### config.mk
export PLATFORM = sky130hd
export DESIGN_NAME = countdown_digit_display
export DESIGN_NICKNAME = d
export VERILOG_FILES = /design/src/rtl/cdd_pkg.sv /design/src/rtl/cdd_ctrl.sv /design/src/rtl/cdd_dp.sv /design/src/rtl/countdown_digit_display.sv
export SDC_FILE = /design/constraint.sdc
export NUM_CORES = 1
export LEC_CHECK = 0
export BUFFER_PORTS_ARGS = -buffer_cell sky130_fd_sc_hd__buf_2
export CAP_MARGIN = 20
export CELL_PAD_IN_SITES_DETAIL_PLACEMENT = 1
export CELL_PAD_IN_SITES_GLOBAL_PLACEMENT = 2
export CORE_MARGIN = 3
export CORE_UTILIZATION = 23
export CTS_CLUSTER_DIAMETER = 40
export DETAILED_ROUTE_END_ITERATION = 8
export PLACE_DENSITY = 0.49
export REMOVE_ABC_BUFFERS = 1
export SYNTH_ARGS = -nofsm -noshare
export SYNTH_HDL_FRONTEND = slang
export SYNTH_SLANG_ARGS = --single-unit
export TNS_END_PERCENT = 50
### constraint.sdc
create_clock -name clk -period 13.9 [get_ports clk]
set_input_delay 1.39 -clock clk [delete_from_list [all_inputs] [get_ports clk]]
set_output_delay 1.39 -clock clk [all_outputs]
set_load 0.05 [all_outputs]
### src/rtl/cdd_pkg.sv
// Shared types, constants and helper functions of the countdown digit display.
package cdd_pkg;

	localparam int DIGIT_COUNT = 7;
	localparam int TIME_DIGITS = 5;
	localparam int TIME_W = 30;
	localparam int STEP_W = 20;
	localparam int DIGIT_W = 4;
	localparam int INDEX_W = 3;
	localparam int DELTA_W = 14;
	localparam int DELTA_SHIFT = 9;
	localparam int OP_W = 2;
	localparam int LFSR_W = 16;
	localparam int IN_DATA_W = 32;
	localparam int OUT_DATA_W = 24;

	localparam logic [OP_W-1:0] OP_TICK = 2'd0;
	localparam logic [OP_W-1:0] OP_LOAD = 2'd1;
	localparam logic [OP_W-1:0] OP_MENU = 2'd2;

	localparam logic [TIME_W-1:0] TIME_CAP = 30'd599999999;
	localparam logic [STEP_W-1:0] STEP_RESET = 20'd16667;
	localparam logic [LFSR_W-1:0] LFSR_SEED = 16'hACE1;
	localparam logic [LFSR_W-1:0] LFSR_MASK = 16'hB400;

	localparam logic [TIME_W-1:0] DIV_TABLE [TIME_DIGITS] = '{
		30'd60000000, 30'd10000000, 30'd1000000, 30'd100000, 30'd10000
	};

	localparam logic [DIGIT_W-1:0] MENU_DIGITS [DIGIT_COUNT] = '{
		4'd1, 4'd5, 4'd9, 4'd5, 4'd0, 4'd0, 4'd0
	};

	typedef struct packed {
		logic load;
		logic show_menu;
		logic set_menu;
		logic tick;
		logic dig;
		logic fill;
		logic emit;
	} cdd_cmd_t;

	typedef struct packed {
		logic menu;
		logic dig_done;
		logic any_chg;
		logic one_chg;
		logic out_free;
	} cdd_sts_t;

	function automatic logic [LFSR_W-1:0] lfsr_next(input logic [LFSR_W-1:0] s);
		logic [LFSR_W-1:0] n;
		n = s >> 1;
		if (s[0]) begin
			n = n ^ LFSR_MASK;
		end
		return n;
	endfunction

	// Remainder by ten through a reciprocal multiply, exact for all 16-bit values.
	function automatic logic [DIGIT_W-1:0] mod_ten(input logic [LFSR_W-1:0] x);
		logic [33:0] prod;
		logic [LFSR_W-1:0] q;
		logic [LFSR_W-1:0] r;
		prod = 34'(x) * 34'd52429;
		q = LFSR_W'(prod >> 19);
		r = x - LFSR_W'({q, 3'b000} + {q, 1'b0});
		return r[DIGIT_W-1:0];
	endfunction

endpackage

### src/rtl/cdd_ctrl.sv
// Controller state machine that sequences load, digit split, filler draw and result transfers.
module cdd_ctrl (
	input  logic                     clk,
	input  logic                     arst_n,
	input  logic                     in_valid,
	input  logic [cdd_pkg::OP_W-1:0] in_op,
	output logic                     in_ready,
	input  cdd_pkg::cdd_sts_t        sts,
	output cdd_pkg::cdd_cmd_t        cmd
);

	localparam logic [1:0] ST_IDLE = 2'd0;
	localparam logic [1:0] ST_DIG  = 2'd1;
	localparam logic [1:0] ST_FILL = 2'd2;
	localparam logic [1:0] ST_EMIT = 2'd3;

	logic [1:0] state_q;
	logic [1:0] state_d;

	always_comb begin
		state_d = state_q;
		cmd = '0;
		in_ready = 1'b0;
		case (state_q)
			ST_IDLE: begin
				in_ready = 1'b1;
				if (in_valid) begin
					case (in_op)
						cdd_pkg::OP_LOAD: begin
							cmd.load = 1'b1;
						end
						cdd_pkg::OP_MENU: begin
							cmd.show_menu = 1'b1;
							cmd.set_menu = 1'b1;
							state_d = ST_EMIT;
						end
						cdd_pkg::OP_TICK: begin
							if (sts.menu) begin
								cmd.show_menu = 1'b1;
								state_d = ST_EMIT;
							end else begin
								cmd.tick = 1'b1;
								state_d = ST_DIG;
							end
						end
						default: begin
						end
					endcase
				end
			end
			ST_DIG: begin
				cmd.dig = 1'b1;
				if (sts.dig_done) begin
					state_d = ST_FILL;
				end
			end
			ST_FILL: begin
				cmd.fill = 1'b1;
				state_d = ST_EMIT;
			end
			ST_EMIT: begin
				if (!sts.any_chg) begin
					state_d = ST_IDLE;
				end else if (sts.out_free) begin
					cmd.emit = 1'b1;
					if (sts.one_chg) begin
						state_d = ST_IDLE;
					end
				end
			end
			default: begin
				state_d = ST_IDLE;
			end
		endcase
	end

	always_ff @(posedge clk or negedge arst_n) begin
		if (!arst_n) begin
			state_q <= ST_IDLE;
		end else begin
			state_q <= state_d;
		end
	end

endmodule

### src/rtl/cdd_dp.sv
// Datapath with the time, digit registers, digit splitter, random filler and output register.
module cdd_dp (
	input  logic                           clk,
	input  logic                           arst_n,
	input  logic                           cfg_valid,
	input  logic [cdd_pkg::STEP_W-1:0]     cfg_data,
	input  logic [cdd_pkg::TIME_W-1:0]     load_time,
	input  cdd_pkg::cdd_cmd_t              cmd,
	output cdd_pkg::cdd_sts_t              sts,
	output logic                           out_valid,
	input  logic                           out_ready,
	output logic [cdd_pkg::INDEX_W-1:0]    out_index,
	output logic [cdd_pkg::DIGIT_W-1:0]    out_value,
	output logic [cdd_pkg::DELTA_W-1:0]    out_delta,
	output logic                           out_last
);

	localparam int DW = cdd_pkg::DIGIT_W;
	localparam int DC = cdd_pkg::DIGIT_COUNT;
	localparam int TW = cdd_pkg::TIME_W;

	logic [cdd_pkg::STEP_W-1:0]  step_q;
	logic [TW-1:0]               time_q;
	logic                        menu_q;
	logic [DW-1:0]               shown_q [DC];
	logic [DW-1:0]               new_q [DC];
	logic [cdd_pkg::LFSR_W-1:0]  lfsr_q;
	logic [TW-1:0]               rem_q;
	logic [cdd_pkg::INDEX_W-1:0] cnt_q;

	logic [cdd_pkg::INDEX_W-1:0] out_index_q;
	logic [DW-1:0]               out_value_q;
	logic [cdd_pkg::DELTA_W-1:0] out_delta_q;
	logic                        out_last_q;
	logic                        out_valid_q;

	logic [TW-1:0]               time_dec;
	logic [TW-1:0]               load_cap;
	logic [TW-1:0]               mult [10];
	logic [9:1]                  ge;
	logic [DW-1:0]               quot;
	logic [cdd_pkg::LFSR_W-1:0]  draw_a;
	logic [cdd_pkg::LFSR_W-1:0]  draw_b;
	logic [DC-1:0]               chg;
	logic [cdd_pkg::INDEX_W-1:0] sel;
	logic [DW:0]                 diff;

	assign time_dec = (time_q > TW'(step_q)) ? time_q - TW'(step_q) : '0;
	assign load_cap = (load_time > cdd_pkg::TIME_CAP) ? cdd_pkg::TIME_CAP : load_time;

	for (genvar m = 0; m < 10; m++) begin : g_mult
		assign mult[m] = TW'(cdd_pkg::DIV_TABLE[cnt_q] * TW'(m));
	end

	for (genvar g = 1; g < 10; g++) begin : g_ge
		assign ge[g] = (rem_q >= mult[g]);
	end

	assign quot = DW'($countones(ge));
	assign draw_a = cdd_pkg::lfsr_next(lfsr_q);
	assign draw_b = cdd_pkg::lfsr_next(draw_a);

	for (genvar i = 0; i < DC; i++) begin : g_chg
		assign chg[i] = (new_q[i] != shown_q[i]);
	end

	always_comb begin
		sel = '0;
		for (int i = DC - 1; i >= 0; i--) begin
			if (chg[i]) begin
				sel = cdd_pkg::INDEX_W'(i);
			end
		end
	end

	assign diff = {1'b0, new_q[sel]} - {1'b0, shown_q[sel]};

	assign sts.menu = menu_q;
	assign sts.dig_done = (cnt_q == cdd_pkg::INDEX_W'(cdd_pkg::TIME_DIGITS - 1));
	assign sts.any_chg = |chg;
	assign sts.one_chg = ((chg & (chg - DC'(1))) == '0);
	assign sts.out_free = !out_valid_q || out_ready;

	always_ff @(posedge clk or negedge arst_n) begin
		if (!arst_n) begin
			step_q <= cdd_pkg::STEP_RESET;
			time_q <= '0;
			menu_q <= 1'b0;
			lfsr_q <= cdd_pkg::LFSR_SEED;
			cnt_q <= '0;
			out_valid_q <= 1'b0;
			for (int i = 0; i < DC; i++) begin
				shown_q[i] <= '0;
			end
		end else begin
			if (cfg_valid) begin
				step_q <= cfg_data;
			end
			if (cmd.load) begin
				time_q <= load_cap;
				menu_q <= 1'b0;
				for (int i = 0; i < DC; i++) begin
					shown_q[i] <= '0;
				end
			end
			if (cmd.set_menu) begin
				menu_q <= 1'b1;
			end
			if (cmd.tick) begin
				time_q <= time_dec;
				cnt_q <= '0;
			end
			if (cmd.dig) begin
				cnt_q <= cnt_q + cdd_pkg::INDEX_W'(1);
			end
			if (cmd.fill && rem_q != '0) begin
				lfsr_q <= draw_b;
			end
			if (cmd.emit) begin
				shown_q[sel] <= new_q[sel];
				out_valid_q <= 1'b1;
			end else if (out_ready) begin
				out_valid_q <= 1'b0;
			end
		end
	end

	always_ff @(posedge clk) begin
		if (cmd.tick) begin
			rem_q <= time_dec;
		end
		if (cmd.dig) begin
			new_q[cnt_q] <= quot;
			rem_q <= rem_q - mult[quot];
		end
		if (cmd.fill) begin
			if (rem_q != '0) begin
				new_q[5] <= cdd_pkg::mod_ten(draw_a);
				new_q[6] <= cdd_pkg::mod_ten(draw_b);
			end else begin
				new_q[5] <= '0;
				new_q[6] <= '0;
			end
		end
		if (cmd.show_menu) begin
			for (int i = 0; i < DC; i++) begin
				new_q[i] <= cdd_pkg::MENU_DIGITS[i];
			end
		end
		if (cmd.emit) begin
			out_index_q <= sel;
			out_value_q <= new_q[sel];
			out_delta_q <= {diff, {cdd_pkg::DELTA_SHIFT{1'b0}}};
			out_last_q <= sts.one_chg;
		end
	end

	assign out_valid = out_valid_q;
	assign out_index = out_index_q;
	assign out_value = out_value_q;
	assign out_delta = out_delta_q;
	assign out_last = out_last_q;

endmodule

### src/rtl/countdown_digit_display.sv
// Top level of the countdown timer with decimal digit display.
//
// Channel  Direction  Handshake                     Content
// s_axis   in         s_axis_tvalid/s_axis_tready   tuser operation, tdata load_time
// m_axis   out        m_axis_tvalid/m_axis_tready   tdata index/value/delta, tlast
// cfg      in         cfg_valid/cfg_ready           cfg_data tick_step
//
// A load returns no result. A menu item sends one transfer per changed digit.
// A tick outside the menu splits the time into its digits, draws the filler digits and sends one transfer
// per changed digit: the digit splitter resolves one decimal digit per cycle and the single output
// register sends one transfer per cycle while the output is not stalled.
// Reset is asynchronous and active low; the step returns to 16667 us and the LFSR to its seed.
// A stalled output holds the result and pauses the emit sequence; input is taken only when idle.
module countdown_digit_display (
	input  logic                              clk,
	input  logic                              arst_n,
	input  logic                              s_axis_tvalid,
	output logic                              s_axis_tready,
	input  logic [cdd_pkg::IN_DATA_W-1:0]     s_axis_tdata,  // [29:0] load_time
	input  logic [cdd_pkg::OP_W-1:0]          s_axis_tuser,  // [1:0] operation
	output logic                              m_axis_tvalid,
	input  logic                              m_axis_tready,
	output logic [cdd_pkg::OUT_DATA_W-1:0]    m_axis_tdata,  // [2:0] index, [6:3] value, [20:7] delta
	output logic                              m_axis_tlast,
	input  logic                              cfg_valid,
	output logic                              cfg_ready,
	input  logic [cdd_pkg::STEP_W-1:0]        cfg_data
);

	cdd_pkg::cdd_cmd_t cmd;
	cdd_pkg::cdd_sts_t sts;

	logic [cdd_pkg::INDEX_W-1:0] out_index;
	logic [cdd_pkg::DIGIT_W-1:0] out_value;
	logic [cdd_pkg::DELTA_W-1:0] out_delta;

	assign cfg_ready = 1'b1;

	cdd_ctrl u_ctrl (
		.clk      (clk),
		.arst_n   (arst_n),
		.in_valid (s_axis_tvalid),
		.in_op    (s_axis_tuser),
		.in_ready (s_axis_tready),
		.sts      (sts),
		.cmd      (cmd)
	);

	cdd_dp u_dp (
		.clk       (clk),
		.arst_n    (arst_n),
		.cfg_valid (cfg_valid),
		.cfg_data  (cfg_data),
		.load_time (s_axis_tdata[cdd_pkg::TIME_W-1:0]),
		.cmd       (cmd),
		.sts       (sts),
		.out_valid (m_axis_tvalid),
		.out_ready (m_axis_tready),
		.out_index (out_index),
		.out_value (out_value),
		.out_delta (out_delta),
		.out_last  (m_axis_tlast)
	);

	assign m_axis_tdata = {3'b000, out_delta, out_value, out_index};

endmodule

==> qor.csv <==
metric,value,unit
grt_pass1_vias,23140,
ant_nets,0,
cp-endpoint,u_dp.rem_q[29]$_DFFE_PP_,
gr-total-overflow,0,
die_x,334,µm
ios,87,
worst-path-max-fanout,18,
cts_root_buf,clkbuf_16,
drtPass1Iterations,7,
cp-startpoint,u_dp.cnt_q[2]$_DFFE_PN0P_,
core-area,106000,µm²
worst_ep_arrival_time,12.20,ns
r2r_start,u_dp.cnt_q[2]$_DFFE_PN0P_,
hold_ws,0.495,ns
regToRegEndpoint,u_dp.rem_q[29]$_DFFE_PP_,
timing.fmax,83.3,MHz
async_flop_share,58.7,%
clock_latency,0.48,ns
drcViolationCount,0,
antenna_found_initial,0,
min_period,12.00,ns
wl,102000,µm
postSynthAreaPerCell,8.86,µm²
synth_edf_count,51,
rsz0062_at_grt,false,
die-area,112000,µm²
hold_violations,0,
hpwl,83800,µm
final_area,27800,µm²
drv_slew,0,
setup_viol,0,
clock_skew,0.0203,ns
synth_top_flop_cell,dfrtp_1,
ys_seq_area_share,18.1,%
area_growth,12.3,%
worst_slew_pin_slew,1.16,ns
drive_gt1_share,9.28,%
status,completed,
grt_start_max_net_pins,56,
htreeDepth,4,
dpl-instance-area,27200,µm²
holdBufCountCts,0,
post_cts_buffers,0,
finalCritPeriodShare,86.3,%
cts.path.max_buffers,2,
drtIter0Drc,1100,
track_usage,18.2,%
rows,119,
diodes,0,
min_path_type,reg2reg,
num_vias,21415,
nets,3536,
start_util,23.4,%
max_cap_viol_count,0,
numCtsBuffers,17,
port_buffers,71,
ys_seq_elements,172,
place_congestion,0.848,
grt_first_pass_wirelength,154000,µm
cp-start-kind,flop,
relSlewSlack,22.1,%
postCtsResizedCells,0,
critPathRequiredTime,14.10,ns
avgRoutedWirePerCell,23.7,µm
cts_tree,done,
syn_area,24800,µm²
syn_inst,2794,
die-height,334,µm
worst-r2r-setup-slack,1.90,ns
slowest_delay,0.89,ns
r2r_cells,41,
ys_types,97,
vias_per_cell,4.98,
fin_tns_setup,0,ns
path_clk_slew,0.08,ns
ys_warn_count,0,
worstSetupPathType,reg2reg,
clock-sinks,172,
critPathSlowestCell,nor2_1,
endpoint_kind,flop,
cell type report:
class / instances / area (µm²)
Fill cell: 12466 / 78200
Multi-Input combinational cell: 2239 / 18800
Sequential cell: 172 / 4480
Tap cell: 1391 / 1740
Inverter: 304 / 1140
Timing Repair Buffer: 162 / 1070
Clock buffer: 19 / 464
Clock inverter: 13 / 121
worst min-delay path by stage:
stage	from	endpoint	slack (ns)	cells after the start
2_1_floorplan	u_dp.lfsr_q[13]$_DFFE_PN1P_	u_dp.lfsr_q[13]$_DFFE_PN1P_	0.45	2
3_3_place_gp	u_dp.lfsr_q[13]$_DFFE_PN1P_	u_dp.lfsr_q[13]$_DFFE_PN1P_	0.48	2
3_5_place_dp	u_dp.lfsr_q[13]$_DFFE_PN1P_	u_dp.lfsr_q[13]$_DFFE_PN1P_	0.48	2
6_report	u_dp.lfsr_q[13]$_DFFE_PN1P_	u_dp.lfsr_q[13]$_DFFE_PN1P_	0.50	2
4_1_cts	u_dp.lfsr_q[13]$_DFFE_PN1P_	u_dp.lfsr_q[13]$_DFFE_PN1P_	0.49	2
5_1_grt	u_dp.lfsr_q[13]$_DFFE_PN1P_	u_dp.lfsr_q[13]$_DFFE_PN1P_	0.54	2
metal layers:
| layer | share of wire [%] | global-route usage, % | up-vias |
|---|---|---|---|
| li1 | - | - | 10221 |
| met1 | 46 | 24.0 | 10898 |
| met2 | 50 | 33.1 | 236 |
| met3 | 1.5 | 1.09 | 60 |
| met4 | 1.6 | 3.28 | 0 |
| met5 | 0 | 0 | - |
Yosys cell counts (44+ instances only):
cell      count  area [µm²]
a21o_1       75         563
a21oi_1     162         811
clkbuf_1     59         221
dfrtp_1      87        2180
edfxtp_1     51        1530
fa_1        133        2660
ha_1        448        5610
inv_1       298        1120
mux2i_1      60         601
nand2_1     217         815
nand3_1      44         220
nor2_1      148         556
o21ai_0     178         891
xnor2_1     108         946
xor2_1       60         526
layout by cell type, fill, tap and decap left out, types with 20 or more instances in the layout:
cell type and count:
nor2_1 146, a21o_1 75, a31oi_1 21, xor2_1 60, buf_4 90, nand2_1 217
o211ai_1 25, o21a_1 32, fa_1 132, a21oi_1 162, o31ai_1 24, ha_1 446
nor4_1 24, inv_1 298, o21ai_0 178, dfrtp_1 86, buf_2 70, nor3_1 28
mux2i_1 60, edfxtp_1 51, xnor2_1 108, nand3_1 44, a211oi_1 24, nand4_1 40
dfxtp_1 20
registers in the layout (all words and copies together), names as in the netlist, named ones only:
| register | flops |
|---|---|
| u_dp.rem_q | 27 |
| u_dp.cnt_q | 3 |
| u_dp.shown_q | 28 |
| u_ctrl.state_q | 2 |
| u_dp.out_index | 3 |
| u_dp.menu_q | 1 |
| u_dp.out_valid | 1 |
| u_dp.out_value | 4 |
| u_dp.out_last | 1 |
| u_dp.step_q | 20 |
| u_dp.new_q | 28 |
| u_dp.lfsr_q | 16 |
| u_dp.time_q | 30 |
| u_dp.out_delta | 5 |
logic make-up (layout without fill, tap and decap cells):
group	count (synthesis)	count (layout)	synth area share [%]
muxes	72	72	3.20
xor gates and xnor gates	171	171	6.19
other	2	19	0.0303
adders and majority gates	582	582	33.4
and+or+nand+nor	651	651	12.8
DFF	172	172	18.1
buffers and inverters	400	498	6.35
AOI/OAI and AO/OA	744	744	19.9
per-stage QoR:
stage / instances / utilization [%] / setup slack, ns
2_1_floorplan: 2715 / - / 1.38
3_3_place_gp: 4268 / 25.7 / 1.80
3_5_place_dp: 4268 / 25.7 / 1.86
4_1_cts: 4300 / 26.2 / 1.80
5_1_grt: 4300 / 26.2 / 1.21
6_report: 4300 / 26.2 / 1.90
worst max-delay path, delay by kind of cell (launching register included):
family          cells  cell delay [ns]
fa+ha+maj           8             2.97
simple gates        6             1.92
compound gates     18             4.24
buf+inv             7             1.34
xor+xnor            2             0.49
flops               1             0.71
Power is left out: the tool's default activity adds up to more than one toggle a clock period on the data nets, which glitch-free logic cannot reach.
